==> config.mk <==
export PLATFORM = sky130hd
export DESIGN_NAME = soft_power_button_controller
export DESIGN_NICKNAME = d
export VERILOG_FILES = /design/src/hdl/spbc_pkg.sv /design/src/hdl/soft_power_button_controller.sv
export SDC_FILE = /design/constraint.sdc
export NUM_CORES = 1
export LEC_CHECK = 0
export ABC_AREA = 1
export BUFFER_PORTS_ARGS = -buffer_cell sky130_fd_sc_hd__buf_2
export CORE_AREA = 5 5 114 116
export CTS_CLUSTER_DIAMETER = 100
export CTS_CLUSTER_SIZE = 40
export DETAILED_ROUTE_END_ITERATION = 10
export DIE_AREA = 0 0 119 121
export PLACE_DENSITY_LB_ADDON = 0.2
export SYNTH_ARGS = -nofsm -noshare
export SYNTH_HDL_FRONTEND = slang
export SYNTH_SLANG_ARGS = --single-unit
==> constraint.sdc <==
create_clock -name clk -period 4.9 [get_ports clk]
set_clock_uncertainty 0.15 [all_clocks]
set_input_delay 0.98 -clock clk [delete_from_list [all_inputs] [get_ports clk]]
set_output_delay 0.98 -clock clk [all_outputs]
set_load 0.02 [all_outputs]
==> src/hdl/spbc_pkg.sv <==
// Shared widths and codes for the soft power button controller.
// No dependencies.
package spbc_pkg;

  localparam int unsigned PressW  = 12;
  localparam int unsigned CountW  = 13;
  localparam int unsigned EmptyW  = 16;
  localparam int unsigned CfgIdxW = 8;
  localparam int unsigned CfgDatW = 16;

  typedef logic [PressW-1:0]  press_t;
  typedef logic [CountW-1:0]  count_t;
  typedef logic [EmptyW-1:0]  empty_t;
  typedef logic [CfgIdxW-1:0] cfg_idx_t;
  typedef logic [CfgDatW-1:0] cfg_dat_t;
  typedef logic [2:0]         sound_t;
  typedef logic [1:0]         reason_t;

  // Register indexes
  localparam cfg_idx_t REG_SHORT_PRESS   = 8'd0;
  localparam cfg_idx_t REG_LONG_PRESS    = 8'd1;
  localparam cfg_idx_t REG_CALIB_CLEAR   = 8'd2;
  localparam cfg_idx_t REG_BATTERY_EMPTY = 8'd3;

  // Register reset values
  localparam press_t SHORT_PRESS_RST   = 12'd5;
  localparam press_t LONG_PRESS_RST    = 12'd300;
  localparam press_t CALIB_CLEAR_RST   = 12'd1000;
  localparam empty_t BATTERY_EMPTY_RST = 16'd500;

  // Sound codes
  localparam sound_t SOUND_NONE     = 3'd0;
  localparam sound_t SOUND_HAPPY    = 3'd1;
  localparam sound_t SOUND_SLEEPING = 3'd2;
  localparam sound_t SOUND_PUSHED   = 3'd3;
  localparam sound_t SOUND_SAD      = 3'd4;

  // Stop reasons
  localparam reason_t REASON_NONE        = 2'd0;
  localparam reason_t REASON_MANUAL      = 2'd1;
  localparam reason_t REASON_LOW_BATTERY = 2'd2;

  localparam empty_t EMPTY_MAX = 16'hFFFF;

endpackage

==> src/hdl/soft_power_button_controller.sv <==
// Soft power button controller: long-press power toggle, short-press stop,
// calibration clear and low-battery shutdown. Depends on spbc_pkg.
//
// Usage:
//   Input channel (in_valid/in_ready) carries one tick item: button level and
//   battery/drive status. Each accepted item produces exactly one result item
//   on the output channel (out_valid/out_ready).
//   Latency: the result of an item is valid the cycle after it is accepted.
//   Throughput: one item per cycle; all state updates are done by one pass of
//   compare/increment logic between the input ports and the result register.
//   in_ready stays high while the result register is empty or being drained,
//   so a new item is taken in the same cycle the previous result leaves.
//   Receiver stall: when out_valid is high and out_ready low, the result is
//   held and in_ready drops until it is taken; no item is lost.
//   Configuration (cfg_valid/cfg_ready/cfg_index/cfg_data) is always ready;
//   indexes 0..3 write short press, long press, calibration clear and empty
//   battery thresholds, other indexes are dropped. Write only while idle.
//   Reset (rst_n low, synchronous): power off, all counters and flags clear,
//   thresholds back to 5/300/1000/500, result register empty.
module soft_power_button_controller (
  input  logic               clk,
  input  logic               rst_n,
  // tick items
  input  logic               in_valid,
  output logic               in_ready,
  input  logic               in_button_pressed,
  input  logic               in_battery_empty,
  input  logic               in_system_active,
  input  logic               in_ramp_finished,
  input  logic               in_speed_locked,
  // result items
  output logic               out_valid,
  input  logic               out_ready,
  output logic               out_power_enable,
  output spbc_pkg::sound_t   out_sound_code,
  output logic               out_stop_system,
  output spbc_pkg::reason_t  out_stop_reason,
  output logic               out_lights_off,
  output logic               out_clear_targets,
  output logic               out_lock_speed,
  output logic               out_calib_clear_active,
  output logic               out_shutdown_flag,
  // configuration writes
  input  logic               cfg_valid,
  output logic               cfg_ready,
  input  spbc_pkg::cfg_idx_t cfg_index,
  input  spbc_pkg::cfg_dat_t cfg_data
);
  import spbc_pkg::*;

  // Threshold registers
  press_t short_ticks_r, long_ticks_r, calib_ticks_r;
  empty_t empty_ticks_r;

  // Tick state
  logic   is_on_r, is_on_nxt;
  count_t press_cnt_r, press_cnt_nxt;
  logic   toggle_r, toggle_nxt;
  logic   short_r, short_nxt;
  logic   calib_r, calib_nxt;
  logic   off_r, off_nxt;
  empty_t empty_cnt_r, empty_cnt_nxt;

  // Result register
  logic    out_valid_r;
  logic    pwr_r, stop_r, lights_r, clear_r, lock_r, calib_out_r, shut_r;
  sound_t  sound_r, sound_nxt;
  reason_t reason_r, reason_nxt;
  logic    stop_nxt, lights_nxt, clear_nxt, lock_nxt;

  logic   in_acc;
  count_t calib_ext, long_ext, short_ext;

  assign cfg_ready = 1'b1;
  assign in_ready  = !out_valid_r || out_ready;
  assign in_acc    = in_valid && in_ready;

  assign calib_ext = {1'b0, calib_ticks_r};
  assign long_ext  = {1'b0, long_ticks_r};
  assign short_ext = {1'b0, short_ticks_r};

  // Configuration writes; unknown indexes are dropped.
  always_ff @(posedge clk) begin
    if (!rst_n) begin
      short_ticks_r <= SHORT_PRESS_RST;
      long_ticks_r  <= LONG_PRESS_RST;
      calib_ticks_r <= CALIB_CLEAR_RST;
      empty_ticks_r <= BATTERY_EMPTY_RST;
    end else if (cfg_valid) begin
      case (cfg_index)
        REG_SHORT_PRESS:   short_ticks_r <= cfg_data[PressW-1:0];
        REG_LONG_PRESS:    long_ticks_r  <= cfg_data[PressW-1:0];
        REG_CALIB_CLEAR:   calib_ticks_r <= cfg_data[PressW-1:0];
        REG_BATTERY_EMPTY: empty_ticks_r <= cfg_data;
        default: ;
      endcase
    end
  end

  // One tick: button counter, then power machine, then low-battery check.
  always_comb begin
    press_cnt_nxt = press_cnt_r;
    toggle_nxt    = toggle_r;
    short_nxt     = short_r;
    calib_nxt     = calib_r;
    is_on_nxt     = is_on_r;
    off_nxt       = off_r;
    empty_cnt_nxt = empty_cnt_r;
    sound_nxt     = SOUND_NONE;
    reason_nxt    = REASON_NONE;
    stop_nxt      = 1'b0;
    lights_nxt    = 1'b0;
    clear_nxt     = 1'b0;
    lock_nxt      = 1'b0;

    // Held-press counter: count to the clear threshold, then step twice and rest.
    if (in_button_pressed) begin
      if (press_cnt_r < calib_ext) begin
        press_cnt_nxt = press_cnt_r + 1'b1;
      end else if (press_cnt_r == calib_ext) begin
        calib_nxt     = 1'b1;
        toggle_nxt    = 1'b0;
        press_cnt_nxt = calib_ext + 1'b1;
      end else if (press_cnt_r == calib_ext + 1'b1) begin
        press_cnt_nxt = calib_ext + 2'd2;
      end
      if (press_cnt_nxt == long_ext && !calib_nxt) begin
        toggle_nxt = 1'b1;
      end
    end else begin
      // Release between short and long thresholds latches a short press.
      if (press_cnt_r != '0 && press_cnt_r < long_ext && press_cnt_r >= short_ext) begin
        short_nxt = 1'b1;
      end
      press_cnt_nxt = '0;
      toggle_nxt    = 1'b0;
      calib_nxt     = 1'b0;
    end

    // Power machine; a short press latched while off waits for power on.
    if (!is_on_r) begin
      if (toggle_nxt) begin
        is_on_nxt  = 1'b1;
        toggle_nxt = 1'b0;
        off_nxt    = 1'b0;
        sound_nxt  = SOUND_HAPPY;
      end
    end else begin
      if (toggle_nxt) begin
        is_on_nxt  = 1'b0;
        toggle_nxt = 1'b0;
        off_nxt    = 1'b1;
        reason_nxt = REASON_MANUAL;
        stop_nxt   = 1'b1;
        sound_nxt  = SOUND_SLEEPING;
        lights_nxt = 1'b1;
      end
      if (short_nxt) begin
        short_nxt  = 1'b0;
        reason_nxt = REASON_MANUAL;
        stop_nxt   = 1'b1;
        sound_nxt  = SOUND_PUSHED;
        clear_nxt  = 1'b1;
      end
    end

    // Low battery: lock speed when balanced and ramped down, else count to forced off.
    if (is_on_nxt) begin
      if (in_battery_empty) begin
        if (in_system_active && in_ramp_finished) begin
          if (!in_speed_locked) begin
            sound_nxt = SOUND_SAD;
          end
          lock_nxt   = 1'b1;
          reason_nxt = REASON_LOW_BATTERY;
        end else begin
          if (empty_cnt_r != EMPTY_MAX) begin
            empty_cnt_nxt = empty_cnt_r + 1'b1;
          end
          if (empty_cnt_nxt >= empty_ticks_r) begin
            sound_nxt  = SOUND_SLEEPING;
            is_on_nxt  = 1'b0;
            toggle_nxt = 1'b0;
            off_nxt    = 1'b1;
            stop_nxt   = 1'b1;
          end
        end
      end else begin
        empty_cnt_nxt = '0;
      end
    end
  end

  // Advance state only on an accepted item.
  always_ff @(posedge clk) begin
    if (!rst_n) begin
      is_on_r     <= 1'b0;
      press_cnt_r <= '0;
      toggle_r    <= 1'b0;
      short_r     <= 1'b0;
      calib_r     <= 1'b0;
      off_r       <= 1'b0;
      empty_cnt_r <= '0;
    end else if (in_acc) begin
      is_on_r     <= is_on_nxt;
      press_cnt_r <= press_cnt_nxt;
      toggle_r    <= toggle_nxt;
      short_r     <= short_nxt;
      calib_r     <= calib_nxt;
      off_r       <= off_nxt;
      empty_cnt_r <= empty_cnt_nxt;
    end
  end

  // Result register: load on accept, drop valid once taken.
  always_ff @(posedge clk) begin
    if (!rst_n) begin
      out_valid_r <= 1'b0;
    end else if (in_acc) begin
      out_valid_r <= 1'b1;
    end else if (out_ready) begin
      out_valid_r <= 1'b0;
    end
  end

  always_ff @(posedge clk) begin
    if (in_acc) begin
      pwr_r       <= is_on_nxt;
      sound_r     <= sound_nxt;
      stop_r      <= stop_nxt;
      reason_r    <= reason_nxt;
      lights_r    <= lights_nxt;
      clear_r     <= clear_nxt;
      lock_r      <= lock_nxt;
      calib_out_r <= calib_nxt;
      shut_r      <= off_nxt;
    end
  end

  assign out_valid              = out_valid_r;
  assign out_power_enable       = pwr_r;
  assign out_sound_code         = sound_r;
  assign out_stop_system        = stop_r;
  assign out_stop_reason        = reason_r;
  assign out_lights_off         = lights_r;
  assign out_clear_targets      = clear_r;
  assign out_lock_speed         = lock_r;
  assign out_calib_clear_active = calib_out_r;
  assign out_shutdown_flag      = shut_r;

endmodule

* After elaboration in Yosys (flattened, before gate mapping)
Index checks and enable logic that the tools add are counted.
** Storage, ports and cells
- Bits of input ports :: 34
- Register bits after elaboration :: 98
- Output and inout port bits :: 15
- Logic and storage cells :: 112
** Operators by class
- Magnitude comparators :: 4
- Multiplexer cells :: 59
- Equal/unequal tests :: 8
- Add/sub/neg operators :: 4
- Reduce and logical (&&, ||, !) cells :: 17
** Operators by type and width (count)
- $mux 16 :: 6
- $mux 13 :: 5
- $mux 1 :: 35
- $eq 13x12->1 :: 2
- $lt 13x12->1 :: 2
- $mux 3 :: 7
- $add 16x1->16 const B :: 1
- $eq 8x2->1 const B :: 2
- $ge 16x16->1 :: 1
- $ne 16x16->1 const B :: 1
- $add 12x1->13 const B :: 1
- $add 12x2->13 const B :: 1
- $add 13x1->13 const B :: 1
- $eq 13x13->1 :: 1
- $ge 13x12->1 :: 1
- $reduce_bool 13->1 :: 1
- $mux 2 :: 6
- $reduce_and 2->1 :: 5
- $eq 8x1->1 const B :: 1
- $logic_not 8->1 :: 1
- $logic_and 1x1->1 :: 5
- $reduce_and 3->1 :: 1
- $logic_not 1->1 :: 2
- $ne 2x2->1 const B :: 1
- 2 further kinds :: 2

* Depth between registers and ports, before layout
Gate-level depths: netlist of the first run.
- Depth after elaboration :: 18
- Mapped depth :: 30
- Gate-level depth less buffers :: 30

* Least setup slack after synthesis of the first run
OpenSTA, ideal clock, no wires.
- Path type :: reg-to-reg
- Start point :: reg empty_cnt_r[0]
- End point :: reg sound_r[1] (netlist: out_sound_code[1]) (data pin)
- Data arrival time :: 2.833 ns
- Period minus slack after synthesis :: 3.235 ns
- Library setup time :: 0.252 ns
- Slack :: 1.665 ns
- Buffers on the path :: 0
- Cell stages (with the launch flop) :: 28
- Data required time :: 4.498 ns
- Cells stage by stage :: dfxtp_1 -> ha_1 -> inv_1 -> nor3_1 -> nand3_1 -> nor4_1 -> nor3_1 -> a21oi_1 -> ha_1 -> o21a_1 -> o21ai_0 -> nand2_1 -> nand2_1 -> nand2_1 -> nand2_1 -> nand2_1 -> nand2_1 -> nand2_1 -> nand2_1 -> nand2_1 -> a21oi_1 -> o21ai_0 -> nand3_1 -> inv_1 -> nand2_2 -> nand3_1 -> nand2_1 -> nand2_1
** Between the ends
- Longest elaborated chain between the ends :: 10
- Elaborated cells between the ends (all ways) :: 11
- Classes of those cells :: add/sub (1); order compare (1); eq/ne (1); mux (8)
** Ends and longest elaborated chain
- from (decl) :: RTL line soft_power_button_controller.sv:62 : empty_t empty_cnt_r, empty_cnt_nxt;
- from (signal assigned) :: RTL line soft_power_button_controller.sv:211 : empty_cnt_r <= empty_cnt_nxt;
- $add 16x1->16 or $ne 16x16->1 (tied branches) :: RTL line soft_power_button_controller.sv:178, soft_power_button_controller.sv:177
- $mux 16 * :: RTL line soft_power_button_controller.sv:177 : if (empty_cnt_r != EMPTY_MAX) begin
- $mux 16 * :: RTL line soft_power_button_controller.sv:170 : if (in_system_active && in_ramp_finished) begin
- $mux 16 * :: RTL line soft_power_button_controller.sv:169 : if (in_battery_empty) begin
- $mux 16 * :: RTL line soft_power_button_controller.sv:168 : if (is_on_nxt) begin
- $ge 16x16->1 * :: RTL line soft_power_button_controller.sv:180 : if (empty_cnt_nxt >= empty_ticks_r) begin
- $mux 3 * :: RTL line soft_power_button_controller.sv:180
- $mux 3 * :: RTL line soft_power_button_controller.sv:170
- $mux 3 * :: RTL line soft_power_button_controller.sv:169
- $mux 3 * :: RTL line soft_power_button_controller.sv:168
- via sound_nxt[1] :: RTL line soft_power_button_controller.sv:67 : sound_t sound_r, sound_nxt;
- to (signal assigned) :: RTL line soft_power_button_controller.sv:229 : sound_r <= sound_nxt;
- to (decl) :: RTL line soft_power_button_controller.sv:67
Mark *: on every way through the listed nets, which the timed path passes. The rest lies on a longest branch. The select of a mux whose other input is x is not followed.
A chain may end at the register's enable or synchronous reset.

* Final worst setup path of the first run
- Start point :: reg calib_ticks_r[0]
- End point :: reg empty_cnt_r[5]
** Between the ends
- Longest elaborated chain between the ends :: 13
- Elaborated cells between the ends (all ways) :: 21
- Classes of those cells :: add/sub (2); order compare (1); eq/ne (3); mux (12); reduce/logical (3)
** Ends and longest elaborated chain
- from (decl) :: RTL line soft_power_button_controller.sv:52 : press_t short_ticks_r, long_ticks_r, calib_ticks_r;
- from (signal assigned) :: RTL line soft_power_button_controller.sv:93 : REG_CALIB_CLEAR: calib_ticks_r <= cfg_data[PressW-1:0];
- $add 12x1->13 :: RTL line soft_power_button_controller.sv:123, soft_power_button_controller.sv:124
- $eq 13x13->1 :: RTL line soft_power_button_controller.sv:124 : end else if (press_cnt_r == calib_ext + 1'b1) begin
- $mux 13 :: RTL line soft_power_button_controller.sv:124
- $mux 13 :: RTL line soft_power_button_controller.sv:120 : end else if (press_cnt_r == calib_ext) begin
- $mux 13 :: RTL line soft_power_button_controller.sv:118 : if (press_cnt_r < calib_ext) begin
- $mux 13 :: RTL line soft_power_button_controller.sv:117 : if (in_button_pressed) begin
- $eq 13x12->1 :: RTL line soft_power_button_controller.sv:127 : if (press_cnt_nxt == long_ext && !calib_nxt) begin
- $logic_and 1x1->1 * :: RTL line soft_power_button_controller.sv:127
- $mux 1 * :: RTL line soft_power_button_controller.sv:127
- $mux 1 * :: RTL line soft_power_button_controller.sv:117
- $mux 1, on equally long branches :: RTL line soft_power_button_controller.sv:142, soft_power_button_controller.sv:149
- $mux 1 * :: RTL line soft_power_button_controller.sv:141 : if (!is_on_r) begin
- $reduce_and 3->1 (no line) *
Mark *: on every way between the ends. The rest lies on a longest branch, timed or not. The select of a mux whose other input is x is not followed.

==> results by group, run 1 <==
Clocking
  – Number of H-tree levels: 3
  – Clock slew at reported path FFs: around 80 ps
  – # resized after CTS: 0
  – Clock buffer count from CTS: 9
  – # Post-CTS Setup Buffers: 0
  – Number of buffers on the longest clock path: 2
  – Root buffer cell: clkbuf_16
  – CTS Hold Bufs: 0
  – TritonCTS Sinks: 97
  – Clk_lat worst skew: between 300 and 400 ps
  – CTS tree: built

Global route
  – GR met3 Demand/Resource: 0.06946
  – Met2 Resource Use GR: 0.4560
  – Antenna violations before repair: 0
  – Tot GR Track Use: 0.3002
  – Final global-route overflow total: 0
  – Maximum number of pins on one net before global-route repair: 39
  – GRT Max-Usage Layer: met2
  – First-pass GRT wire length: 34,300 µm
  – GRT met1 Usage: 0.4064
  – Via count of the first global-routing pass: 6,886

STA
  – Tmin final: around 4200 ps
  – Final number of hold-violating endpoints: 0
  – Transition time at the pin with the least slew margin: ~970 ps
  – Peak Freq: ~0.24 GHz
  – Number of slew-limit violations in the final report: 0
  – Setup violators final: 0
  – Total negative setup slack: 0 ps
  – Post-route worst hold slack: 312.8 ps
  – Unrepaired setup endpoints after global routing: no
  – Worst rel slew slack: 0.3481
  – Final cycle utilization of the critical path: 0.8591

Status
  – Status: finished, final reports clean

Floorplanning
  – Placement Rows: 40
  – Overall die area: about 14,000 µm²
  – Height of the die: 121 µm
  – Core Region: about 12,000 µm²
  – Die width: approximately 120 µm
  – Count of pins on the block boundary: a little under 50
  – Starting density of the core: 0.6125

Setup path
  – Cells along the critical path: ha_1 -> inv_1 -> nor2_2 -> nand3_1 -> nand2_1 -> nand2_1 -> nor2_1 -> nand2_1 -> nor2_2 -> nand3_2 -> nand2_1 -> nand3_1 -> nand2_1 -> nand2_1 -> nand2_1 -> nand2_1 -> nor2_2 -> inv_1 -> nor2_1 -> nand3_2 -> nand3_4 -> nand2_1 -> inv_1 -> nor2_1
  – Standard cell with the maximum stage delay on the critical path: dfxtp_1
  – Setup crit start kind: flop
  – Start-to-end type of the worst setup path: reg2reg
  – Critical Path Fanout Max: 16
  – Worst EP required: 5000 ps
  – CP peak stage delay: between 400 and 500 ps
  – Worst setup EP type: flop
  – Worst path arrival time: 4310 ps
  – Crit-path most repeated cell: nand2_1

Synth
  – Syn Area/Cell: approximately 6.5 µm²
  – Primary FF master, synth: dfxtp_1
  – Number of standard cells after synthesis: roughly 1,100
  – Netlist cell types: 45
  – Number of flip-flops and latches in the synthesized netlist: 97
  – Fraction of synthesized cell area taken by the top area cell type: 0.2380
  – Net Count, Synth: ~1,200
  – Share of async-settable or async-resettable flops after synthesis: 0
  – Number of synthesized flops with an enable pin: 11
  – Netlist Area Pre-Place: approximately 7200 µm²
  – Fraction of the yosys area taken by sequential cells: 0.2836
  – Cells taking the most area after synthesis: dfxtp_1, nand2_1, ha_1
  – Leading area contributor after synthesis: dfxtp_1
  – Number of warnings reported in the yosys synthesis log: 0

Layout
  – Post-synthesis to final-layout area growth: 8.613%
  – Core utilization of the finished layout: 0.6653
  – Post-layout nets: 1,238
  – Fraction of final layout cells sized beyond drive strength 1: 0.1049
  – Layout Cells excl Fill: roughly 1,300
  – Antenna Cells: 0

Pwr
  – Internal power: 1.271 mW
  – Reg power frac: 0.483
  – Power share of the combinational group: 0.099
  – Static Leak: 3.873 nW
  – Fraction of power spent switching nets: 0.2580
  – Worst VDD drop: about 0.00023 V
  – Clock share of power: 0.418
  – Pwr/cell area: about 220 nW/µm²
  – Switching power: approximately 0.44 mW

Place
  – Half-perimeter wire length after placement: 16,330 µm
  – Port Buf Inserts: 47
  – Routability congestion estimate: 1.020
  – Cells after DPL: between 1,000 and 1,500

Detailed routing
  – Total detailed-routing wirelength: between 20,000 and 25,000 µm
  – Vias/cell: 5.757
  – Detailed-route via count: 7,484
  – Final ANT Viol Nets: 0
  – Router iterations before antenna repair: 5
  – Violation count after the first detailed-route iteration: ~940
  – Number of remaining DRC errors: 0
  – Detail-routed net length per standard cell: roughly 16 µm

Job
  – Maximum capacitance violations: 0

Min path
  – HP Class: reg2reg
[area by class of cell]
class                   count  area [µm²]
clock buffers              12       236.5
repair buffers             64       362.8
inverters                 172       645.6
fillers                  1121        3954
well taps                 147       183.9
multi-input cells         804        4323
clock inverters             4       53.80
flip-flops and latches     97        2052
[flip-flops by register name, summed over array words and instances (netlist names), 3 cells and up]
register,count
long_ticks_r,12
calib_ticks_r,12
empty_ticks_r,16
out_sound_code,3
press_cnt_r,13
empty_cnt_r,16
short_ticks_r,12
[power by group through the flow]
stage                     sequential, mW  combinational (mW)  clock, mW
after detailed placement           0.845               0.167          0
final                              0.828               0.169      0.717
after global routing               0.829               0.190      0.756
after floorplan                    0.851               0.107          0
after CTS                          0.827               0.168      0.723
after global placement             0.845               0.165          0
[synthesized netlist by cell type, types with 3 or more instances]
cell and n:
a21oi_1 84, buf_6 4, nor4_1 5, nand3b_1 3, nand3_1 91, o21ai_0 58, dfxtp_1 86, nand2_2 14
inv_1 162, o211ai_1 21, edfxtp_1 11, inv_2 10, nor3_1 16, clkbuf_1 25, nand2_1 279, ha_1 56
nand3_2 5, nor2_1 84, a31oi_1 5, xor2_1 22, nand4_1 28, buf_4 6, nor2_2 9
[critical path: cells and delay by family, from the launching register on]
| family | cells | cell delay [ps] |
|---|---|---|
| simple gates | 20 | 2790 |
| fa+ha+maj | 1 | 360 |
| flops | 1 | 470 |
| buf+inv | 3 | 280 |
[path summary, 6_finish.rpt]
check	cells after the start	from	end	slack, ps
min reg2reg	2	short_ticks_r[5]	short_ticks_r[5]	310
min	2	short_ticks_r[5]	short_ticks_r[5]	310
max reg2reg	24	calib_ticks_r[0]	empty_cnt_r[5]	690
max	24	calib_ticks_r[0]	empty_cnt_r[5]	690
[kinds of logic (layout without fill, tap and decap cells)]
kind of cell	after synthesis	in the layout	synth area share
other	1	1	0.0005184
buffers and inverters	211	252	0.1188
flip-flops	97	97	0.2836
AND/OR/NAND/NOR	543	543	0.3314
AO/OA/AOI/OAI	180	180	0.1378
XOR/XNOR	24	24	0.03096
adder cells (fa/ha/maj)	56	56	0.09685
[metrics by stage]
| step | area [µm²] | power [mW] | worst slack (ps) |
|---|---|---|---|
| after floorplan | 7234 | 0.9585 | 1665 |
| after global placement | 7567 | 1.010 | 908.7 |
| after detailed placement | 7567 | 1.012 | 828.2 |
| after CTS | 7858 | 1.718 | 792.7 |
| after global routing | 7858 | 1.775 | 326.4 |
| final | 7858 | 1.713 | 690.3 |
[placed cells by master (no fill, tap or decap), types with 2 or more instances in the layout]
| cell type | netlist | layout |
|---|---|---|
| a211oi_1 | 2 | 2 |
| a21oi_1 | 84 | 84 |
| a31oi_1 | 5 | 5 |
| and3_1 | 2 | 2 |
| buf_2 | 2 | 47 |
| buf_4 | 6 | 17 |
| clkbuf_1 | 25 | 3 |
| clkbuf_16 | 0 | 9 |
| clkinvlp_4 | 0 | 2 |
| dfxtp_1 | 86 | 86 |
| edfxtp_1 | 11 | 11 |
| ha_1 | 56 | 56 |
| inv_1 | 162 | 162 |
| inv_2 | 10 | 10 |
| nand2_1 | 279 | 279 |
| nand2_2 | 14 | 14 |
| nand3_1 | 91 | 91 |
| nand3_2 | 5 | 5 |
| nand3b_1 | 3 | 3 |
| nand4_1 | 28 | 28 |
| nor2_1 | 84 | 84 |
| nor2_2 | 9 | 9 |
| nor3_1 | 16 | 16 |
| nor4_1 | 5 | 5 |
| o211ai_1 | 21 | 21 |
| o21a_1 | 2 | 2 |
| o21ai_0 | 58 | 58 |
| or2_2 | 2 | 2 |
| or4_1 | 2 | 2 |
| xor2_1 | 22 | 22 |
[routing by layer]
layer,vias to the layer above,routed length [µm]
li1,3718,-
met1,3326,9209
met2,366,8901
met3,74,2260
met4,0,855
met5,-,0
Note: power is estimated with default switching activity, not from simulation.
==> run 2, diff against run 1 <==
--- a/config.mk
+++ b/config.mk
@@ -13,6 +13,7 @@
 export DETAILED_ROUTE_END_ITERATION = 10
 export DIE_AREA = 0 0 119 121
 export PLACE_DENSITY_LB_ADDON = 0.2
+export RECOVER_POWER = 25
 export SYNTH_ARGS = -nofsm -noshare
 export SYNTH_HDL_FRONTEND = slang
 export SYNTH_SLANG_ARGS = --single-unit
==> run 2 against run 1 <==
Effect of this change: the run now ends with max-capacitance violations, max-slew violations left; critical path type unchanged; worst setup slack got worse by 7.8 ps; clock power about the same; largest cell class unchanged; final area decreased by 0.33%; highest routed layer unchanged.
==> results by group, run 2 (synthesized netlist as in run 1, its figures left out) <==
Detailed routing
  – Detailed-route via count: 7,466 (-0.24%)
  – Violation count after the first detailed-route iteration: 866 (-8.3%)
  – Total detailed-routing wirelength: 21,270 µm (+0.22%)
  – Number of remaining DRC errors: 0 (unchanged)
  – Detail-routed net length per standard cell: 16.36 µm (+0.22%)
  – Vias/cell: 5.743 (-0.24%)
  – Final ANT Viol Nets: 0 (unchanged)
  – Router iterations before antenna repair: 8 (+3)

Layout
  – Most common cell after layout, fill and taps aside: nand2_1
  – Post-layout nets: 1,238 (unchanged)
  – Antenna Cells: 0 (unchanged)
  – Core utilization of the finished layout: 0.6630 (-0.002224)
  – Final Instance Area: 7831 µm² (-0.33%)
  – Fraction of final layout cells sized beyond drive strength 1: 0.09020 (-0.01474)
  – Top library cells by usage in the layout, fill and taps aside: nand2_1, inv_1, nand3_1
  – Post-synthesis to final-layout area growth: 8.250%
  – # fillers: 1,126 (+0.45%)
  – Area occupied by registers: 2052 µm² (unchanged)
  – Area of combinational cells with multiple inputs: 4323 µm² (unchanged)
  – Regs by FF count: empty_cnt_r x16, empty_ticks_r x16, press_cnt_r x13

Clocking
  – Root buffer cell: clkbuf_16
  – # Post-CTS Setup Buffers: 0 (unchanged)
  – CTS Hold Bufs: 0 (unchanged)
  – Number of H-tree levels: 3 (unchanged)
  – Clock slew at reported path FFs: 70 ps (about the same)
  – Number of buffers on the longest clock path: 2 (unchanged)
  – Clock buffer count from CTS: 9 (unchanged)
  – # resized after CTS: 0 (unchanged)
  – CTS tree: built
  – Clk_lat worst skew: 360 ps (about the same)
  – TritonCTS Sinks: 97 (unchanged)

Floorplanning
  – Height of the die: 121 µm (unchanged)
  – Starting density of the core: 0.6125 (unchanged)
  – Core Region: 11,810 µm² (unchanged)
  – Placement Rows: 40 (unchanged)
  – Overall die area: 14,400 µm² (unchanged)
  – Die width: 119 µm (unchanged)
  – Count of pins on the block boundary: 49 (unchanged)

STA
  – Transition time at the pin with the least slew margin: 1577 ps (+602.2 ps)
  – Total negative setup slack: 0 ps (unchanged)
  – Final cycle utilization of the critical path: 0.8607 (+0.001586)
  – Setup violators final: 0 (unchanged)
  – Unrepaired setup endpoints after global routing: no
  – Peak Freq: 0.2371 GHz (-0.18%)
  – Number of slew-limit violations in the final report: 39 (+39)
  – Final number of hold-violating endpoints: 0 (unchanged)
  – Tmin final: 4217 ps (+7.769 ps)
  – Worst rel slew slack: -0.05102 (-0.3991)

Global route
  – First-pass GRT wire length: 34,300 µm (unchanged)
  – Final global-route overflow total: 0 (unchanged)
  – Antenna violations before repair: 0 (unchanged)
  – Tot GR Track Use: 0.3002 (unchanged)
  – Via count of the first global-routing pass: 6,886 (unchanged)
  – Maximum number of pins on one net before global-route repair: 39 (unchanged)

Setup path
  – Setup crit start kind: flop
  – Worst EP required: 5040 ps (+40 ps)
  – Critical Path Fanout Max: 14 (-2)
  – Worst setup EP type: flop
  – Worst path arrival time: 4350 ps (+40 ps)
  – Start-to-end type of the worst setup path: reg2reg

Min path
  – HP Class: reg2reg

Pwr
  – Pwr/cell area: 218.4 nW/µm² (+0.17%)
  – Static Leak: 3.819 nW (-1.4%)
  – Worst VDD drop: 0.0002260 V (about the same)
  – Design Power: 1.711 mW (-0.17%)

Place
  – Half-perimeter wire length after placement: 16,330 µm (unchanged)
  – Routability congestion estimate: 1.020 (unchanged)
  – DP Area: 7567 µm² (unchanged)
  – Port Buf Inserts: 47 (unchanged)

Status
  – Violated checks: max-capacitance violations, max-slew violations
  – Status: finished, violations left

Job
  – Maximum capacitance violations: 1 (+1)
run 2: cell types whose count changed in the layout (fill, tap and decap cells not counted):
cell,delta
clkbuf_1,+17
buf_2,-15
buf_4,-2
run 2: path summary, 6_finish.rpt:
| check | startpoint | endpoint | slack, ps | cells after the start |
|---|---|---|---|---|
| setup / recovery | calib_ticks_r[0] | empty_cnt_r[1] | 680 | 24 |
| hold / removal | empty_ticks_r[1] | empty_ticks_r[1] | 310 | 2 |
| setup reg to reg | calib_ticks_r[0] | empty_cnt_r[1] | 680 | 24 |
| hold reg to reg | empty_ticks_r[1] | empty_ticks_r[1] | 310 | 2 |
run 2: per-stage QoR:
step / hold slack (ps) / instances / setup WS (ps)
floorplan: 283.6 / 1112 / 1665
global placement: 299.7 / 1284 / 908.7
detailed placement: 302.9 / 1284 / 828.2
CTS: 314.8 / 1300 / 792.7
global route: 334.6 / 1300 / 311.7
finish: 313.3 / 1300 / 682.5
run 2: critical path: stages (launching register included):
cell and delay, ps:
dfxtp_1 470, ha_1 360, inv_1 160, nor2_2 300, nand2_2 130, o21ai_2 160, nand2_1 90, nand2_1 90
nand2_2 80, inv_2 60, nand3_2 260, nand2_1 140, nand3_1 70, nand2_1 100, nand2_1 60, nand2_1 80
nand2_1 70, nor2_2 150, inv_1 50, nor2_1 130, nand3_2 320, buf_4 320, nand4_1 100, nand2_1 70
nor2_1 150
run 2: area by class of cell:
cell class,count,area share
inverter,172,0.08244
clock buffer,12,0.03020
sequential,97,0.2620
clock inverter,4,0.006870
timing repair buffer,64,0.04298
tap,147,0.02349
multi-input combinational,804,0.5520
run 2: report_power, final:
group	internal [mW]	total (mW)	switching [mW]
Sequential	0.818	0.828	0.00920
Clock	0.399	0.716	0.317
Combinational	0.0527	0.167	0.114
run 2: layer usage:
metal  vias up  part of all wire  track usage
met3        63              0.10      0.06946
met4         0             0.035       0.1340
met2       332              0.42       0.4560
met1      3355              0.44       0.4064
met5         -                 0            0
li1       3716                 -            -
==> run 3, diff against run 2 <==
--- a/config.mk
+++ b/config.mk
@@ -12,6 +12,7 @@
 export CTS_CLUSTER_SIZE = 40
 export DETAILED_ROUTE_END_ITERATION = 10
 export DIE_AREA = 0 0 119 121
+export GPL_TIMING_DRIVEN = 0
 export PLACE_DENSITY_LB_ADDON = 0.2
 export RECOVER_POWER = 25
 export SYNTH_ARGS = -nofsm -noshare
==> constraint.sdc (replaced) <==
create_clock -name clk -period 5.45 [get_ports clk]
set_clock_uncertainty 0.15 [all_clocks]
set_input_delay 1.09 -clock clk [delete_from_list [all_inputs] [get_ports clk]]
set_output_delay 1.09 -clock clk [all_outputs]
set_load 0.02 [all_outputs]
==> run 3 against run 2 <==
Effect of this change: largest power group unchanged; wire length down 0.30%; register-to-register slack gained 600 ps; die area unchanged; clock-buffer cell count did not move; first-iteration DRC count down 24%; critical path depth decreased by 5; utilization grew 0.92 points; sequential power fell by 10%; flip-flop and latch count is the same; the run now ends clean; via count hardly changed.
==> results by group, run 3 (synthesized netlist as in run 1, its figures left out) <==
Floorplanning
  – Overall die area: 14,400 µm² (unchanged)
  – Core Region: 11,810 µm² (unchanged)
  – Starting density of the core: 0.6125 (unchanged)
  – Height of the die: 121 µm (unchanged)
  – Count of pins on the block boundary: 49 (unchanged)
  – Placement Rows: 40 (unchanged)
  – Die width: 119 µm (unchanged)

STA
  – Final cycle utilization of the critical path: 0.7646 (-0.09615)
  – Final number of hold-violating endpoints: 0 (unchanged)
  – Setup violators final: 0 (unchanged)
  – Number of slew-limit violations in the final report: 0 (-100%)
  – Total negative setup slack: 0 ps (unchanged)
  – Post-route worst hold slack: 316.8 ps (+3.495 ps)
  – Smallest setup slack after layout: 1283 ps (+600.6 ps)
  – Transition time at the pin with the least slew margin: 742.6 ps (-833.9 ps)
  – Peak Freq: 0.2400 GHz (+1.2%)
  – Worst rel slew slack: 0.5031 (+0.5541)
  – Unrepaired setup endpoints after global routing: no
  – Tmin final: 4167 ps (-50.63 ps)

Clocking
  – Number of H-tree levels: 3 (unchanged)
  – Clock buffer count from CTS: 9 (unchanged)
  – # resized after CTS: 0 (unchanged)
  – TritonCTS Sinks: 97 (unchanged)
  – CTS tree: built
  – # Post-CTS Setup Buffers: 0 (unchanged)
  – Number of buffers on the longest clock path: 2 (unchanged)
  – Clk_lat worst skew: 370 ps (about the same)
  – CTS Hold Bufs: 0 (unchanged)
  – Root buffer cell: clkbuf_16
  – Clock slew at reported path FFs: 70 ps (about the same)

Layout
  – Post-layout nets: 1,258 (+1.6%)
  – Top library cells by usage in the layout, fill and taps aside: nand2_1, inv_1, nand3_1
  – Most common cell after layout, fill and taps aside: nand2_1
  – Layout Cells excl Fill: 1,320 (+1.5%)
  – Post-synthesis to final-layout area growth: 9.754%
  – Antenna Cells: 0 (unchanged)
  – Fraction of final layout cells sized beyond drive strength 1: 0.08951 (-0.0006854)
  – Regs by FF count: empty_cnt_r x16, empty_ticks_r x16, press_cnt_r x13

Min path
  – HP Class: reg2reg

Detailed routing
  – Final ANT Viol Nets: 0 (unchanged)
  – M1 wire length: 9239 µm (-0.86%)
  – Met2 WL post-DR: 9098 µm (+0.63%)
  – Number of remaining DRC errors: 0 (unchanged)
  – Vias/cell: 5.661 (-1.4%)
  – Total detailed-routing wirelength: 21,210 µm (-0.30%)
  – Routed length on met3: 2232 µm (+3.0%)
  – Violation count after the first detailed-route iteration: 661 (-24%)
  – Detail-routed net length per standard cell: 16.07 µm (-1.8%)
  – Detailed-route via count: 7,473 (+0.094%)
  – Top routing layer in use: met4
  – Router iterations before antenna repair: 6 (-2)

Setup path
  – Worst EP required: 5560 ps (+520 ps)
  – Worst path arrival time: 4280 ps (-70 ps)
  – Critical Path Fanout Max: 10 (-4)
  – Worst setup EP type: flop
  – Start-to-end type of the worst setup path: reg2reg
  – Setup crit start kind: flop

Global route
  – Tot GR Track Use: 0.2973 (-0.002969)
  – Via count of the first global-routing pass: 6,814 (-1.0%)
  – Final global-route overflow total: 0 (unchanged)
  – First-pass GRT wire length: 34,010 µm (-0.84%)
  – Maximum number of pins on one net before global-route repair: 17 (-56%)
  – Antenna violations before repair: 0 (unchanged)

Place
  – Port Buf Inserts: 45 (-4.3%)
  – Cells after DPL: 1,304 (+1.6%)
  – Post-placement setup slack: 1395 ps (+567.1 ps)
  – Half-perimeter wire length after placement: 16,390 µm (+0.35%)
  – Routability congestion estimate: 0.9847 (-3.5%)

Pwr
  – Pwr/cell area: 199.6 nW/µm² (-8.6%)
  – Worst VDD drop: 0.0002087 V (-7.7%)
  – Static Leak: 3.858 nW (+1.0%)

Status
  – Status: finished, final reports clean

Job
  – Maximum capacitance violations: 0 (-1)
[run 3: cell types whose count changed in the layout (fill, tap and decap cells not counted)]
cell / delta
clkbuf_1: +19
buf_8: +1
buf_2: +2
clkinv_4: +1
inv_6: +1
clkbuf_2: +1
buf_4: -9
buf_6: +4
clkbuf_8: +2
clkinvlp_4: -2
[run 3: worst max-delay path, cell delays in order, from the launching register on]
cell and delay [ps]:
dfxtp_1 680, ha_1 360, a21oi_1 140, o211ai_1 90, a21oi_1 140, nand2_1 250
inv_2 260, clkbuf_1 400, o21ai_0 270, nand3_1 160, nand2_1 80, nor2_2 140
nand2_1 60, nor2_1 110, nand3_2 220, nand3_4 210, buf_8 180, nand2_2 60
inv_2 50, nor2_1 30
[run 3: worst paths after layout]
kind	from	to	slack, ps	cells after the start
worst max-delay path	press_cnt_r[10]	empty_cnt_r[12]	1280	19
worst min register to register	short_r	short_r	320	2
worst max register to register	press_cnt_r[10]	empty_cnt_r[12]	1280	19
worst min-delay path	short_r	short_r	320	2
[run 3: per-stage QoR]
step / power (mW) / utilization / area (µm²)
5_1_grt: 1.635 / 0.6722 / 7940
3_3_place_gp: 0.9123 / 0.6471 / 7644
3_5_place_dp: 0.9160 / 0.6471 / 7644
4_1_cts: 1.585 / 0.6736 / 7956
2_1_floorplan: 0.8617 / - / 7234
6_report: 1.585 / 0.6722 / 7940
[run 3: routing by layer]
layer,vias up,GRT usage
met1,3348,0.4043
met4,0,0.1159
met2,329,0.4659
met3,56,0.05734
met5,-,0
li1,3740,-
[run 3: area by class of cell]
class | count | area [µm²]
fillers | 1112 | 3871
inverters | 172 | 645.6
plain buffers | 39 | 214.0
multi-input cells | 804 | 4323
flip-flops and latches | 97 | 2052
clock inverters | 4 | 56.30
well taps | 147 | 183.9
repair buffers | 45 | 209.0
clock buffers | 12 | 256.5
[run 3: power by group]
| group | leakage, nW | switching, mW | internal (mW) |
|---|---|---|---|
| Clock | 0.154 | 0.297 | 0.386 |
| Combinational | 2.90 | 0.108 | 0.0503 |
| Sequential | 0.807 | 0.00809 | 0.736 |
| Total | 3.86 | 0.413 | 1.17 |
